$ cat src/rtl/ipl4_pkg.sv
// shared types and constants for the ip layer-4 port header parser
`default_nettype none

package ipl4_pkg;

  localparam logic [15:0] ETH_IPV4 = 16'h0800;
  localparam logic [15:0] ETH_IPV6 = 16'h86DD;

  localparam logic [7:0] PROTO_ICMP   = 8'd1;
  localparam logic [7:0] PROTO_ICMPV6 = 8'd58;
  localparam logic [7:0] PROTO_TCP    = 8'd6;
  localparam logic [7:0] PROTO_UDP    = 8'd17;
  localparam logic [7:0] PROTO_HOPOPT = 8'd0;
  localparam logic [7:0] PROTO_ROUTE  = 8'd43;
  localparam logic [7:0] PROTO_FRAG   = 8'd44;
  localparam logic [7:0] PROTO_AH     = 8'd51;
  localparam logic [7:0] PROTO_DSTOPT = 8'd60;

  localparam logic [15:0] V4_BASE_LEN   = 16'd20;
  localparam logic [15:0] V6_BASE_LEN   = 16'd40;
  localparam logic [15:0] TCP_HDR_LEN   = 16'd20;
  localparam logic [15:0] UDP_HDR_LEN   = 16'd8;
  localparam logic [15:0] EXT_UNIT_LEN  = 16'd8;
  localparam logic [15:0] V4_PROTO_OFS  = 16'd9;
  localparam logic [15:0] V4_LAST_OFS   = 16'd19;
  localparam logic [15:0] V6_PROTO_OFS  = 16'd6;
  localparam logic [15:0] V6_LAST_OFS   = 16'd39;

  localparam logic [2:0] FLAG_ICMP = 3'b001;
  localparam logic [2:0] FLAG_TCP  = 3'b010;
  localparam logic [2:0] FLAG_UDP  = 3'b100;

  typedef enum logic [2:0] {
    PH_FIRST,
    PH_V4,
    PH_V6,
    PH_EXT_OTHER,
    PH_EXT_FRAG,
    PH_EXT_AH,
    PH_L4,
    PH_DONE
  } phase_e;

  // first member sits in the top bits, so is_ipv4 lands in bit 0
  typedef struct packed {
    logic        truncated;
    logic [15:0] dest_port;
    logic [15:0] source_port;
    logic        is_udp;
    logic        is_tcp;
    logic        is_icmp;
    logic        is_ipv6;
    logic        is_ipv4;
  } result_t;

endpackage

`default_nettype wire

$ cat src/rtl/ipl4_parse.sv
// per-packet parse state and the byte step logic
`default_nettype none

module ipl4_parse #(
  parameter int MAX_EXT_HEADERS = 8
) (
  input  wire logic            clk_i,
  input  wire logic            rst_ni,
  input  wire logic            step_i,
  input  wire logic [7:0]      pkt_byte_i,
  input  wire logic [15:0]     link_type_i,
  input  wire logic            last_i,
  output ipl4_pkg::result_t    res_o
);
  import ipl4_pkg::*;

  logic [15:0] offset_q, offset_d;
  phase_e      phase_q, phase_d;
  logic [15:0] ltype_q, ltype_d;
  logic [15:0] hstart_q, hstart_d;
  logic [15:0] hlen_q, hlen_d;
  logic [7:0]  nproto_q, nproto_d;
  logic [3:0]  ext_cnt_q, ext_cnt_d;
  logic [2:0]  flags_q, flags_d;
  logic [31:0] ports_q, ports_d;

  always_comb begin
    phase_e      ph;
    logic [15:0] rel;
    logic        disp_en;
    logic        disp_v6;
    logic [7:0]  disp_proto;
    logic [15:0] disp_start;
    logic        trunc;
    logic [2:0]  fl;

    ph         = phase_q;
    ltype_d    = ltype_q;
    hstart_d   = hstart_q;
    hlen_d     = hlen_q;
    nproto_d   = nproto_q;
    ext_cnt_d  = ext_cnt_q;
    flags_d    = flags_q;
    ports_d    = ports_q;
    rel        = offset_q - hstart_q;
    disp_en    = 1'b0;
    disp_v6    = 1'b1;
    disp_proto = nproto_q;
    disp_start = V6_BASE_LEN;

    // ethertype is sampled on the first beat of a packet
    if (phase_q == PH_FIRST) begin
      ltype_d = link_type_i;
      if (link_type_i == ETH_IPV4)      ph = PH_V4;
      else if (link_type_i == ETH_IPV6) ph = PH_V6;
      else                              ph = PH_DONE;
    end
    phase_d = ph;

    case (ph)
      PH_V4: begin
        if (offset_q == 16'd0) hstart_d = {10'd0, pkt_byte_i[3:0], 2'b00};
        if (offset_q == V4_PROTO_OFS) nproto_d = pkt_byte_i;
        if (offset_q == V4_LAST_OFS) begin
          disp_en    = 1'b1;
          disp_v6    = 1'b0;
          // short ihl behaves as five words
          disp_start = (hstart_q < V4_BASE_LEN) ? V4_BASE_LEN : hstart_q;
        end
      end
      PH_V6: begin
        if (offset_q == V6_PROTO_OFS) nproto_d = pkt_byte_i;
        if (offset_q == V6_LAST_OFS) disp_en = 1'b1;
      end
      PH_EXT_OTHER, PH_EXT_FRAG, PH_EXT_AH: begin
        if (rel == 16'd0) begin
          nproto_d = pkt_byte_i;
        end else if (rel == 16'd1) begin
          if (ph == PH_EXT_FRAG)     hlen_d = EXT_UNIT_LEN;
          else if (ph == PH_EXT_AH)  hlen_d = {6'd0, pkt_byte_i, 2'b00} + 16'd8;
          else                       hlen_d = {5'd0, pkt_byte_i, 3'b000} + EXT_UNIT_LEN;
        end
        if (rel >= 16'd1 && rel == hlen_d - 16'd1) begin
          disp_en    = 1'b1;
          disp_start = offset_q + 16'd1;
        end
      end
      PH_L4: begin
        if (offset_q >= hstart_q) begin
          if (rel < 16'd4) ports_d = {ports_q[23:0], pkt_byte_i};
          if (rel == hlen_q - 16'd1) phase_d = PH_DONE;
        end
      end
      default: ;
    endcase

    // decide what follows a finished header
    if (disp_en) begin
      if (disp_v6 && ({28'd0, ext_cnt_q} >= 32'(MAX_EXT_HEADERS))) begin
        phase_d = PH_DONE;
      end else if (disp_proto == (disp_v6 ? PROTO_ICMPV6 : PROTO_ICMP)) begin
        flags_d = FLAG_ICMP;
        phase_d = PH_DONE;
      end else if (disp_proto == PROTO_TCP || disp_proto == PROTO_UDP) begin
        flags_d  = (disp_proto == PROTO_TCP) ? FLAG_TCP : FLAG_UDP;
        hlen_d   = (disp_proto == PROTO_TCP) ? TCP_HDR_LEN : UDP_HDR_LEN;
        hstart_d = disp_start;
        phase_d  = PH_L4;
      end else if (disp_v6 && (disp_proto == PROTO_HOPOPT || disp_proto == PROTO_ROUTE ||
                               disp_proto == PROTO_DSTOPT || disp_proto == PROTO_FRAG ||
                               disp_proto == PROTO_AH)) begin
        ext_cnt_d = ext_cnt_q + 4'd1;
        hstart_d  = disp_start;
        hlen_d    = EXT_UNIT_LEN;
        if (disp_proto == PROTO_FRAG)    phase_d = PH_EXT_FRAG;
        else if (disp_proto == PROTO_AH) phase_d = PH_EXT_AH;
        else                             phase_d = PH_EXT_OTHER;
      end else begin
        phase_d = PH_DONE;
      end
    end

    offset_d = (offset_q == 16'hFFFF) ? offset_q : offset_q + 16'd1;

    trunc = (phase_d != PH_DONE) && (phase_d != PH_FIRST);
    fl    = trunc ? 3'b000 : flags_d;
    res_o.is_ipv4     = (ltype_d == ETH_IPV4);
    res_o.is_ipv6     = (ltype_d == ETH_IPV6);
    res_o.is_icmp     = fl[0];
    res_o.is_tcp      = fl[1];
    res_o.is_udp      = fl[2];
    res_o.source_port = (fl[2:1] == 2'b00) ? 16'd0 : ports_d[31:16];
    res_o.dest_port   = (fl[2:1] == 2'b00) ? 16'd0 : ports_d[15:0];
    res_o.truncated   = trunc;
  end

  always_ff @(posedge clk_i or negedge rst_ni) begin
    if (!rst_ni) begin
      offset_q  <= '0;
      phase_q   <= PH_FIRST;
      ltype_q   <= '0;
      hstart_q  <= '0;
      hlen_q    <= '0;
      nproto_q  <= '0;
      ext_cnt_q <= '0;
      flags_q   <= '0;
      ports_q   <= '0;
    end else if (step_i) begin
      if (last_i) begin
        // packet done, back to the idle values
        offset_q  <= '0;
        phase_q   <= PH_FIRST;
        ltype_q   <= '0;
        hstart_q  <= '0;
        hlen_q    <= '0;
        nproto_q  <= '0;
        ext_cnt_q <= '0;
        flags_q   <= '0;
        ports_q   <= '0;
      end else begin
        offset_q  <= offset_d;
        phase_q   <= phase_d;
        ltype_q   <= ltype_d;
        hstart_q  <= hstart_d;
        hlen_q    <= hlen_d;
        nproto_q  <= nproto_d;
        ext_cnt_q <= ext_cnt_d;
        flags_q   <= flags_d;
        ports_q   <= ports_d;
      end
    end
  end

endmodule

`default_nettype wire

$ cat src/rtl/ip_l4_port_header_parser.sv
// ip layer-4 port header parser: classifies ipv4/ipv6 packets and extracts ports
// Usage:
//   slave stream: one packet byte per beat in tdata, the ethertype in tuser
//   (sampled on the first beat of a packet), tlast on the final byte.
//   master stream: one result beat per packet, sent after its tlast byte;
//   it carries the ip version, icmp/tcp/udp flags, both ports and a
//   truncated flag (header ran past the end of the packet, drop it).
// Timing:
//   a byte is taken into an input register and stepped through the parse
//   logic from there, and the result of a last byte lands in the output
//   register, which drives the result beat.
//   one byte per cycle sustained while no last byte is held (see Stall).
// Stall:
//   while the output register holds a result the receiver has not taken,
//   non-last bytes keep flowing; a last byte waits in the input register
//   and s_axis_tready_o drops until the result beat is taken.
// Reset:
//   clears the parse state, the input and output valid flags; the first
//   beat after reset starts a new packet.
`default_nettype none

module ip_l4_port_header_parser #(
  parameter int MAX_EXT_HEADERS = 8
) (
  input  wire logic        clk_i,
  input  wire logic        rst_ni,
  input  wire logic        s_axis_tvalid_i,
  output      logic        s_axis_tready_o,
  input  wire logic [7:0]  s_axis_tdata_i,   // [7:0] pkt_byte
  input  wire logic [15:0] s_axis_tuser_i,   // [15:0] link_type
  input  wire logic        s_axis_tlast_i,   // end_of_packet
  output      logic        m_axis_tvalid_o,
  input  wire logic        m_axis_tready_i,
  // [0] is_ipv4, [1] is_ipv6, [2] is_icmp, [3] is_tcp, [4] is_udp,
  // [20:5] source_port, [36:21] dest_port, [37] truncated, [39:38] zero
  output      logic [39:0] m_axis_tdata_o
);
  import ipl4_pkg::*;

  logic        in_valid_q;
  logic [7:0]  in_byte_q;
  logic [15:0] in_ltype_q;
  logic        in_last_q;
  logic        out_valid_q;
  result_t     out_q;
  result_t     res;
  logic        step;

  // a last byte may only step when the output register is free or being taken
  assign step = in_valid_q && !(in_last_q && out_valid_q && !m_axis_tready_i);
  assign s_axis_tready_o = !in_valid_q || step;

  ipl4_parse #(
    .MAX_EXT_HEADERS(MAX_EXT_HEADERS)
  ) u_parse (
    .clk_i       (clk_i),
    .rst_ni      (rst_ni),
    .step_i      (step),
    .pkt_byte_i  (in_byte_q),
    .link_type_i (in_ltype_q),
    .last_i      (in_last_q),
    .res_o       (res)
  );

  always_ff @(posedge clk_i or negedge rst_ni) begin
    if (!rst_ni) begin
      in_valid_q <= 1'b0;
    end else if (s_axis_tready_o) begin
      in_valid_q <= s_axis_tvalid_i;
    end
  end

  always_ff @(posedge clk_i) begin
    if (s_axis_tready_o && s_axis_tvalid_i) begin
      in_byte_q  <= s_axis_tdata_i;
      in_ltype_q <= s_axis_tuser_i;
      in_last_q  <= s_axis_tlast_i;
    end
  end

  always_ff @(posedge clk_i or negedge rst_ni) begin
    if (!rst_ni) begin
      out_valid_q <= 1'b0;
    end else if (step && in_last_q) begin
      out_valid_q <= 1'b1;
    end else if (m_axis_tready_i) begin
      out_valid_q <= 1'b0;
    end
  end

  always_ff @(posedge clk_i) begin
    if (step && in_last_q) begin
      out_q <= res;
    end
  end

  assign m_axis_tvalid_o = out_valid_q;
  assign m_axis_tdata_o  = {2'b00, out_q};

  // a dropped packet reports no transport and no ports
  a_trunc_clean: assert property (@(posedge clk_i) disable iff (!rst_ni)
    out_valid_q && out_q.truncated |->
      !out_q.is_icmp && !out_q.is_tcp && !out_q.is_udp &&
      out_q.source_port == 16'd0 && out_q.dest_port == 16'd0)
    else $error("truncated result carries transport info");

  a_flags_onehot: assert property (@(posedge clk_i) disable iff (!rst_ni)
    out_valid_q |-> $onehot0({out_q.is_icmp, out_q.is_tcp, out_q.is_udp}))
    else $error("more than one transport flag set");

  a_ports_need_l4: assert property (@(posedge clk_i) disable iff (!rst_ni)
    out_valid_q && !out_q.is_tcp && !out_q.is_udp |->
      out_q.source_port == 16'd0 && out_q.dest_port == 16'd0)
    else $error("ports set without tcp or udp");

  a_result_from_last: assert property (@(posedge clk_i) disable iff (!rst_ni)
    $rose(out_valid_q) |-> $past(step && in_last_q))
    else $error("result beat not caused by a last byte");

endmodule

`default_nettype wire
$ cat config.mk
export PLATFORM = sky130hd
export DESIGN_NAME = ip_l4_port_header_parser
export DESIGN_NICKNAME = d
export VERILOG_FILES = /design/src/rtl/ipl4_pkg.sv /design/src/rtl/ipl4_parse.sv /design/src/rtl/ip_l4_port_header_parser.sv
export SDC_FILE = /design/constraint.sdc
export NUM_CORES = 1
export LEC_CHECK = 0
export ABC_AREA = 1
export BUFFER_PORTS_ARGS = -buffer_cell sky130_fd_sc_hd__buf_2
export CAP_MARGIN = 5
export CELL_PAD_IN_SITES_DETAIL_PLACEMENT = 2
export CELL_PAD_IN_SITES_GLOBAL_PLACEMENT = 2
export CORE_AREA = 2 2 202 204
export DETAILED_ROUTE_END_ITERATION = 10
export DIE_AREA = 0 0 204 206
export PLACE_DENSITY = 0.79
export SETUP_SLACK_MARGIN = 0.3
export SLEW_MARGIN = 20
export SYNTH_ARGS = -nofsm -noshare
export SYNTH_HDL_FRONTEND = slang
export SYNTH_SLANG_ARGS = --single-unit
export TNS_END_PERCENT = 20
$ cat constraint.sdc
create_clock -name clk_i -period 10.82 [get_ports clk_i]
set_clock_uncertainty 0.1 [all_clocks]
set_input_delay 0.541 -clock clk_i [delete_from_list [all_inputs] [get_ports clk_i]]
set_output_delay 0.541 -clock clk_i [all_outputs]
set_load 0.01 [all_outputs]
==> results of run 1 <==
## layout make-up
cell class	instances	area (um2)	share of cell area
clock buffer	18	429	0.0322
timing repair buffer	80	433	0.0325
inverter	259	972	0.0729
clock inverter	14	166	0.0125
tap	532	666	0.0499
sequential	179	4790	0.360
multi-input combinational	1137	5870	0.440
## critical path: cells and delay by family (launching register included)
family / cells / cell delay, ns
flops: 1 / 0.40
simple gates: 21 / 3.66
buf+inv: 4 / 0.81
compound gates: 1 / 0.14
fa+ha+maj: 3 / 0.92
## routing by layer
layer  GRT usage  vias to the layer above  wire length [um]
met5           0                        -                11
met4      0.0743                        2              1090
met3      0.0298                       61              1140
met2       0.379                      153             21900
met1       0.269                     5725             19700
li1            -                     5413                 -
## registers in the layout, indices dropped and copies added, names as in the netlist
signal / flops
in_byte_q: 8
in_last_q: 1
in_ltype_q: 16
in_valid_q: 1
m_axis_tdata_o: 38
m_axis_tvalid_o: 1
u_parse.ext_cnt_q: 4
u_parse.flags_q: 3
u_parse.hlen_q: 16
u_parse.hstart_q: 16
u_parse.ltype_q: 16
u_parse.nproto_q: 8
u_parse.offset_q: 16
u_parse.phase_q: 3
u_parse.ports_q: 32
## where the power goes
part	switching, uW	internal, uW
clock	313	348
combinational	1140	444
sequential	57.1	770
total	1510	1560
## worst min-delay path by stage
stage / from / to / slack (ns) / depth (start not counted)
floorplan: rst_ni / in_valid_q$_DFFE_PN0N_ / 0.15 / 0
global placement: u_parse.ports_q[24]$_DFFE_PN0P_ / u_parse.ports_q[24]$_DFFE_PN0P_ / 0.37 / 2
detailed placement: u_parse.ports_q[25]$_DFFE_PN0P_ / u_parse.ports_q[25]$_DFFE_PN0P_ / 0.38 / 2
CTS: rst_ni / u_parse.offset_q[9]$_DFFE_PN0P_ / 0.11 / 1
global route: s_axis_tuser_i[9] / in_ltype_q[9]$_DFFE_PP_ / 0.13 / 1
finish: rst_ni / u_parse.offset_q[9]$_DFFE_PN0P_ / 0.08 / 1
## stage by stage
| step | cells | worst slack (ns) | power [uW] | area [um2] |
|---|---|---|---|---|
| 3_3_place_gp | 2187 | 4.85 | 2350 | 12700 |
| 3_5_place_dp | 2187 | 4.58 | 2420 | 12700 |
| 5_1_grt | 2219 | 3.95 | 3320 | 13300 |
| 6_report | 2219 | 4.49 | 3070 | 13300 |
| 4_1_cts | 2219 | 4.55 | 3100 | 13300 |
| 2_1_floorplan | 1621 | 6.03 | 1940 | 11900 |
## logic make-up after synthesis
group	count (synthesis)	synth area share
xor gates and xnor gates	40	0.0302
buffers and inverters	305	0.101
DFF	179	0.404
and+or+nand+nor	802	0.308
muxes	1	0.000844
adders and majority gates	28	0.0302
AOI/OAI and AO/OA	264	0.125
other	1	0.000316
## placed cells by master (no fill, tap or decap), types with 6 or more instances in the layout
cell type  count
a21oi_1       67
buf_2         67
buf_4         13
clkbuf_16     17
dfrtp_1      116
edfxtp_1      63
ha_1          27
inv_1        247
inv_2          7
nand2_1      404
nand2_2       14
nand3_1       82
nand3_2        7
nand3b_1       7
nand4_1       48
nor2_1       136
nor2_2        34
nor2_4         9
nor3_1        27
nor4_1        12
o21ai_0      104
o22ai_1       68
xnor2_1        6
xor2_1        33
==> impl_metrics.env, run 1 <==
export IMPL_period_needed_ns=6.33
export IMPL_postCtsSetupBuffers=0
export IMPL_grt_max_degree=64
export IMPL_wl_per_cell_um=19.7
export IMPL_r2r_setup_slack_ns=4.49
export IMPL_gr_total_overflow=0
export IMPL_syn_area_um2=11900
export IMPL_first_global_vias=12600
export IMPL_postRouteAntennaNets=0
export IMPL_crit_path_start_kind="flip-flop"
export IMPL_synth_distinct_cells=56
export IMPL_cts_root_buf="clkbuf_16"
export IMPL_drcViolationCount=0
export IMPL_die_area_um2=42000
export IMPL_slowest_stage="nor3_4"
export IMPL_n_antenna_cell=0
export IMPL_clockBufferDepth=2
export IMPL_critPathMaxStageDelay_ns=0.68
export IMPL_rows=74
export IMPL_fmax_mhz=158
export IMPL_r2r_end="m_axis_tdata_o[29]$_SDFFCE_PN0P_"
export IMPL_viasPerCell=5.12
export IMPL_worst_slew_pin_slew_ns=1.06
export IMPL_track_usage=0.215
export IMPL_htreeDepth=4
export IMPL_dr_pass1_iters=5
export IMPL_worst_hold_slack_ns=0.0767
export IMPL_path_max_fanout=32
export IMPL_cp_startpoint="u_parse.offset_q[0]$_DFFE_PN0P_"
export IMPL_synthCells=1620
export IMPL_yosys_cell_count_top_type="nand2_1"
export IMPL_ys_seq_elements=179
export IMPL_vdd_ir_drop_max_mv=0.115
export IMPL_final_hold_viol_count=0
export IMPL_utilization=0.332
export IMPL_synth_commonest_cells="nand2_1 (404), inv_1 (250), nor2_1 (136)"
export IMPL_outcome="completed"
export IMPL_synthFlopType="dfrtp_1"
export IMPL_hold_path_class="in -> async"
export IMPL_synth_area_leaders="dfrtp_1 (24%), edfxtp_1 (16%), nand2_1 (13%)"
export IMPL_syn_area_per_cell_um2=7.32
export IMPL_drive_above_1_share=0.116
export IMPL_coreArea_um2=40200
export IMPL_via_count=11400
export IMPL_finalSetupViolCount=0
export IMPL_cp_arrival_ns=6.42
export IMPL_fp_dieW_um=204
export IMPL_boundaryPins=71
export IMPL_synth_seq_area_share=0.404
export IMPL_gp_congestion=0.848
export IMPL_initial_core_util=0.295
export IMPL_yosys_area_top_type="dfrtp_1"
export IMPL_crit_required_ns=10.91
export IMPL_ff2ff_path_depth=29
export IMPL_cts_sinks=179
export IMPL_min_period_over_period=0.585
export IMPL_clkLatencyLatePin_ns=0.47
export IMPL_synth_edf_count=63
export IMPL_yosys_warnings=0
export IMPL_num_nets_final=1731
export IMPL_clk_pin_slew_worst_paths_ns=0.07
export IMPL_drv_cap=0
export IMPL_endpoint="m_axis_tdata_o[29]$_SDFFCE_PN0P_"
export IMPL_grt_pass1_wl_um=70300
export IMPL_cts_buffers_inserted=17
export IMPL_rsz0062_at_grt="no"
export IMPL_p_per_area_nw_per_um2=231
export IMPL_async_flop_share=0.648
export IMPL_dp_hpwl_um=33100
export IMPL_area_growth_pct=12.4
export IMPL_hold_buffers=0
export IMPL_io_buffers=68
export IMPL_cts_resized=0
export IMPL_cp_end_kind="flip-flop"
export IMPL_setup_tns_ns=0
export IMPL_tritoncts="yes"
export IMPL_die_h_um=206
export IMPL_n_fill_cell=4848
export IMPL_yosys_area_top_type_share=0.245
export IMPL_path_class="reg -> reg"
export IMPL_antenna_found_initial=1
export IMPL_slew_headroom=0.289
export IMPL_finalMaxSlewViolations=0
export IMPL_drtIter0Drc=477
export IMPL_wl_um=43800
export IMPL_rr_startpoint="u_parse.offset_q[0]$_DFFE_PN0P_"
export IMPL_p_leak_uw=0.00608
Note: power is estimated with default switching activity, not from simulation.
==> inputs of run 2 (changes only) <==
--- a/config.mk
+++ b/config.mk
@@ -13,7 +13,7 @@
 export CORE_AREA = 2 2 202 204
 export DETAILED_ROUTE_END_ITERATION = 10
 export DIE_AREA = 0 0 204 206
-export PLACE_DENSITY = 0.79
+export PLACE_DENSITY = 0.81
 export SETUP_SLACK_MARGIN = 0.3
 export SLEW_MARGIN = 20
 export SYNTH_ARGS = -nofsm -noshare
==> constraint.sdc (replaced) <==
create_clock -name clk_i -period 5.7 [get_ports clk_i]
set_clock_uncertainty 0.1 [all_clocks]
set_input_delay 0.285 -clock clk_i [delete_from_list [all_inputs] [get_ports clk_i]]
set_output_delay 0.285 -clock clk_i [all_outputs]
set_load 0.01 [all_outputs]
==> run 2 against run 1 <==
Compared with the run above:
- final cell count grew 2.4%
- sequential cell count stayed put
- clock power rose by 100%
- power increased by 98%
- routed wire length grew 10%
- worst setup slack worse by 3.9 ns
- critical path type unchanged
- hold slack better by 0.26 ns
- sequential share of layout area decreased by 1.6 points
- non-clock buffer count up 51
- count of clock-buffer cells in the layout is 1 lower
==> impl_metrics.env, run 2 (synthesis results as in run 1) <==
export IMPL_outcome="completed"
export IMPL_routed_wl_met2_um=25200
export IMPL_p_leak_uw=0.00635
export IMPL_dp_cells=2199
export IMPL_drcViolationCount=0
export IMPL_regArea_um2=4790
export IMPL_p_per_area_nw_per_um2=437
export IMPL_cp_end_kind="flip-flop"
export IMPL_area_growth_pct=17.8
export IMPL_drtIter0Drc=482
export IMPL_coreArea_um2=40200
export IMPL_boundaryPins=71
export IMPL_hold_path_class="in -> async"
export IMPL_finalSetupViolCount=0
export IMPL_clk_pin_slew_worst_paths_ns=0.08
export IMPL_largest_reg_flops=38
export IMPL_htreeDepth=4
export IMPL_cts_sinks=179
export IMPL_n_fill_cell=4702
export IMPL_grt_pass1_wl_um=74700
export IMPL_drive_above_1_share=0.141
export IMPL_crit_path_start_kind="flip-flop"
export IMPL_first_global_vias=13200
export IMPL_final_common_cell="nand2_1"
export IMPL_wl_met1_um=20300
export IMPL_gr_total_overflow=0
export IMPL_min_period_over_period=0.900
export IMPL_path_max_fanout=7
export IMPL_critPathMaxStageDelay_ns=0.39
export IMPL_initial_core_util=0.295
export IMPL_tritoncts="yes"
export IMPL_wl_per_cell_um=21.3
export IMPL_num_nets_final=1784
export IMPL_fmax_mhz=195
export IMPL_rows=74
export IMPL_clockBufferDepth=2
export IMPL_cp_startpoint="u_parse.hstart_q[4]$_DFFE_PN0P_"
export IMPL_period_needed_ns=5.13
export IMPL_clkLatencyLatePin_ns=0.47
export IMPL_track_usage=0.231
export IMPL_dr_pass1_iters=5
export IMPL_power_uw=6100
export IMPL_viasPerCell=5.16
export IMPL_top_layer="met4"
export IMPL_route_met3_wl_um=1320
export IMPL_cts_buffers_inserted=17
export IMPL_pre_cts_ws_ns=-0.156
export IMPL_via_count=11700
export IMPL_slowest_stage="dfrtp_1"
export IMPL_fp_dieW_um=204
export IMPL_dp_hpwl_um=33800
export IMPL_fin_ws_ns=0.570
export IMPL_final_cells=2273
export IMPL_slew_headroom=0.382
export IMPL_die_area_um2=42000
export IMPL_finalMaxSlewViolations=0
export IMPL_crit_top_cell="nand2_1"
export IMPL_gp_congestion=0.866
export IMPL_vdd_ir_drop_max_mv=0.267
export IMPL_final_hold_viol_count=0
export IMPL_die_h_um=206
export IMPL_rsz0062_at_grt="no"
export IMPL_grt_max_degree=46
export IMPL_multi_input_area_um2=5980
export IMPL_antenna_found_initial=0
export IMPL_crit_required_ns=5.91
export IMPL_wl_um=48300
export IMPL_cp_arrival_ns=5.34
export IMPL_cts_root_buf="clkbuf_16"
export IMPL_rr_startpoint="u_parse.hstart_q[4]$_DFFE_PN0P_"
export IMPL_io_buffers=68
export IMPL_layout_common_cells="nand2_1 (397), inv_1 (243), nor2_1 (133)"
export IMPL_postRouteAntennaNets=0
export IMPL_drv_cap=0
export IMPL_path_class="reg -> reg"
export IMPL_worst_slew_pin_slew_ns=0.924
## run 2: cell type report
type | instances | share of cell area
repair buffers | 131 | 0.0669
clock inverters | 15 | 0.0141
inverters | 259 | 0.0697
clock buffers | 17 | 0.0304
flip-flops and latches | 179 | 0.343
diodes | 1 | 0.000179
multi-input cells | 1139 | 0.428
well taps | 532 | 0.0476
## run 2: report_power, final
part	switching, uW	leakage, uW	internal [uW]
clock network	616	0.000298	704
registers	109	0.00220	1460
logic	2300	0.00386	915
## run 2: worst max-delay path, delay by kind of cell, from the launching register on
kind            cells  cell delay, ns
buf+inv             4            0.59
simple gates       24            2.93
fa+ha+maj           2            0.58
compound gates      2            0.36
flops               1            0.39
## run 2: metal layers
metal  GRT usage  vias up
met3      0.0375       81
met5           0        -
met1       0.273     5933
li1            -     5530
met4      0.0870        0
met2       0.421      191
## run 2: final timing paths
kind | cells after the start | endpoint | slack (ns)
min in group clk_i | 2 | u_parse.ports_q[25]$_DFFE_PN0P_ | 0.40
max in group asynchronous | 3 | u_parse.ports_q[10]$_DFFE_PN0P_ | 4.03
worst min register to register | 2 | u_parse.ports_q[25]$_DFFE_PN0P_ | 0.40
worst max register to register | 32 | m_axis_tdata_o[6]$_SDFFCE_PN0P_ | 0.57
worst max-delay path | 32 | m_axis_tdata_o[6]$_SDFFCE_PN0P_ | 0.57
worst min-delay path | 2 | u_parse.hlen_q[14]$_DFFE_PN0P_ | 0.34
## run 2: stage by stage
| step | hold WS [ns] | util | TNS, ns | cell area, um2 |
|---|---|---|---|---|
| CTS | 0.383 | 0.343 | 0 | 13800 |
| global route | 0.403 | 0.348 | 0 | 14000 |
| floorplan | -0.111 | - | 0 | 11900 |
| detailed placement | 0.305 | 0.319 | -1.66 | 12800 |
| finish | 0.339 | 0.348 | 0 | 14000 |
| global placement | 0.292 | 0.319 | 0 | 12800 |
## run 2: repair_timing
item,in CTS,in global routing
hold endpoints to repair,70,0
hold buffers,28,0
buffers inserted,3,7
pin swaps,2,8
gates cloned,1,2
gates resized for setup,3,34
endpoints found under the setup margin,39,71
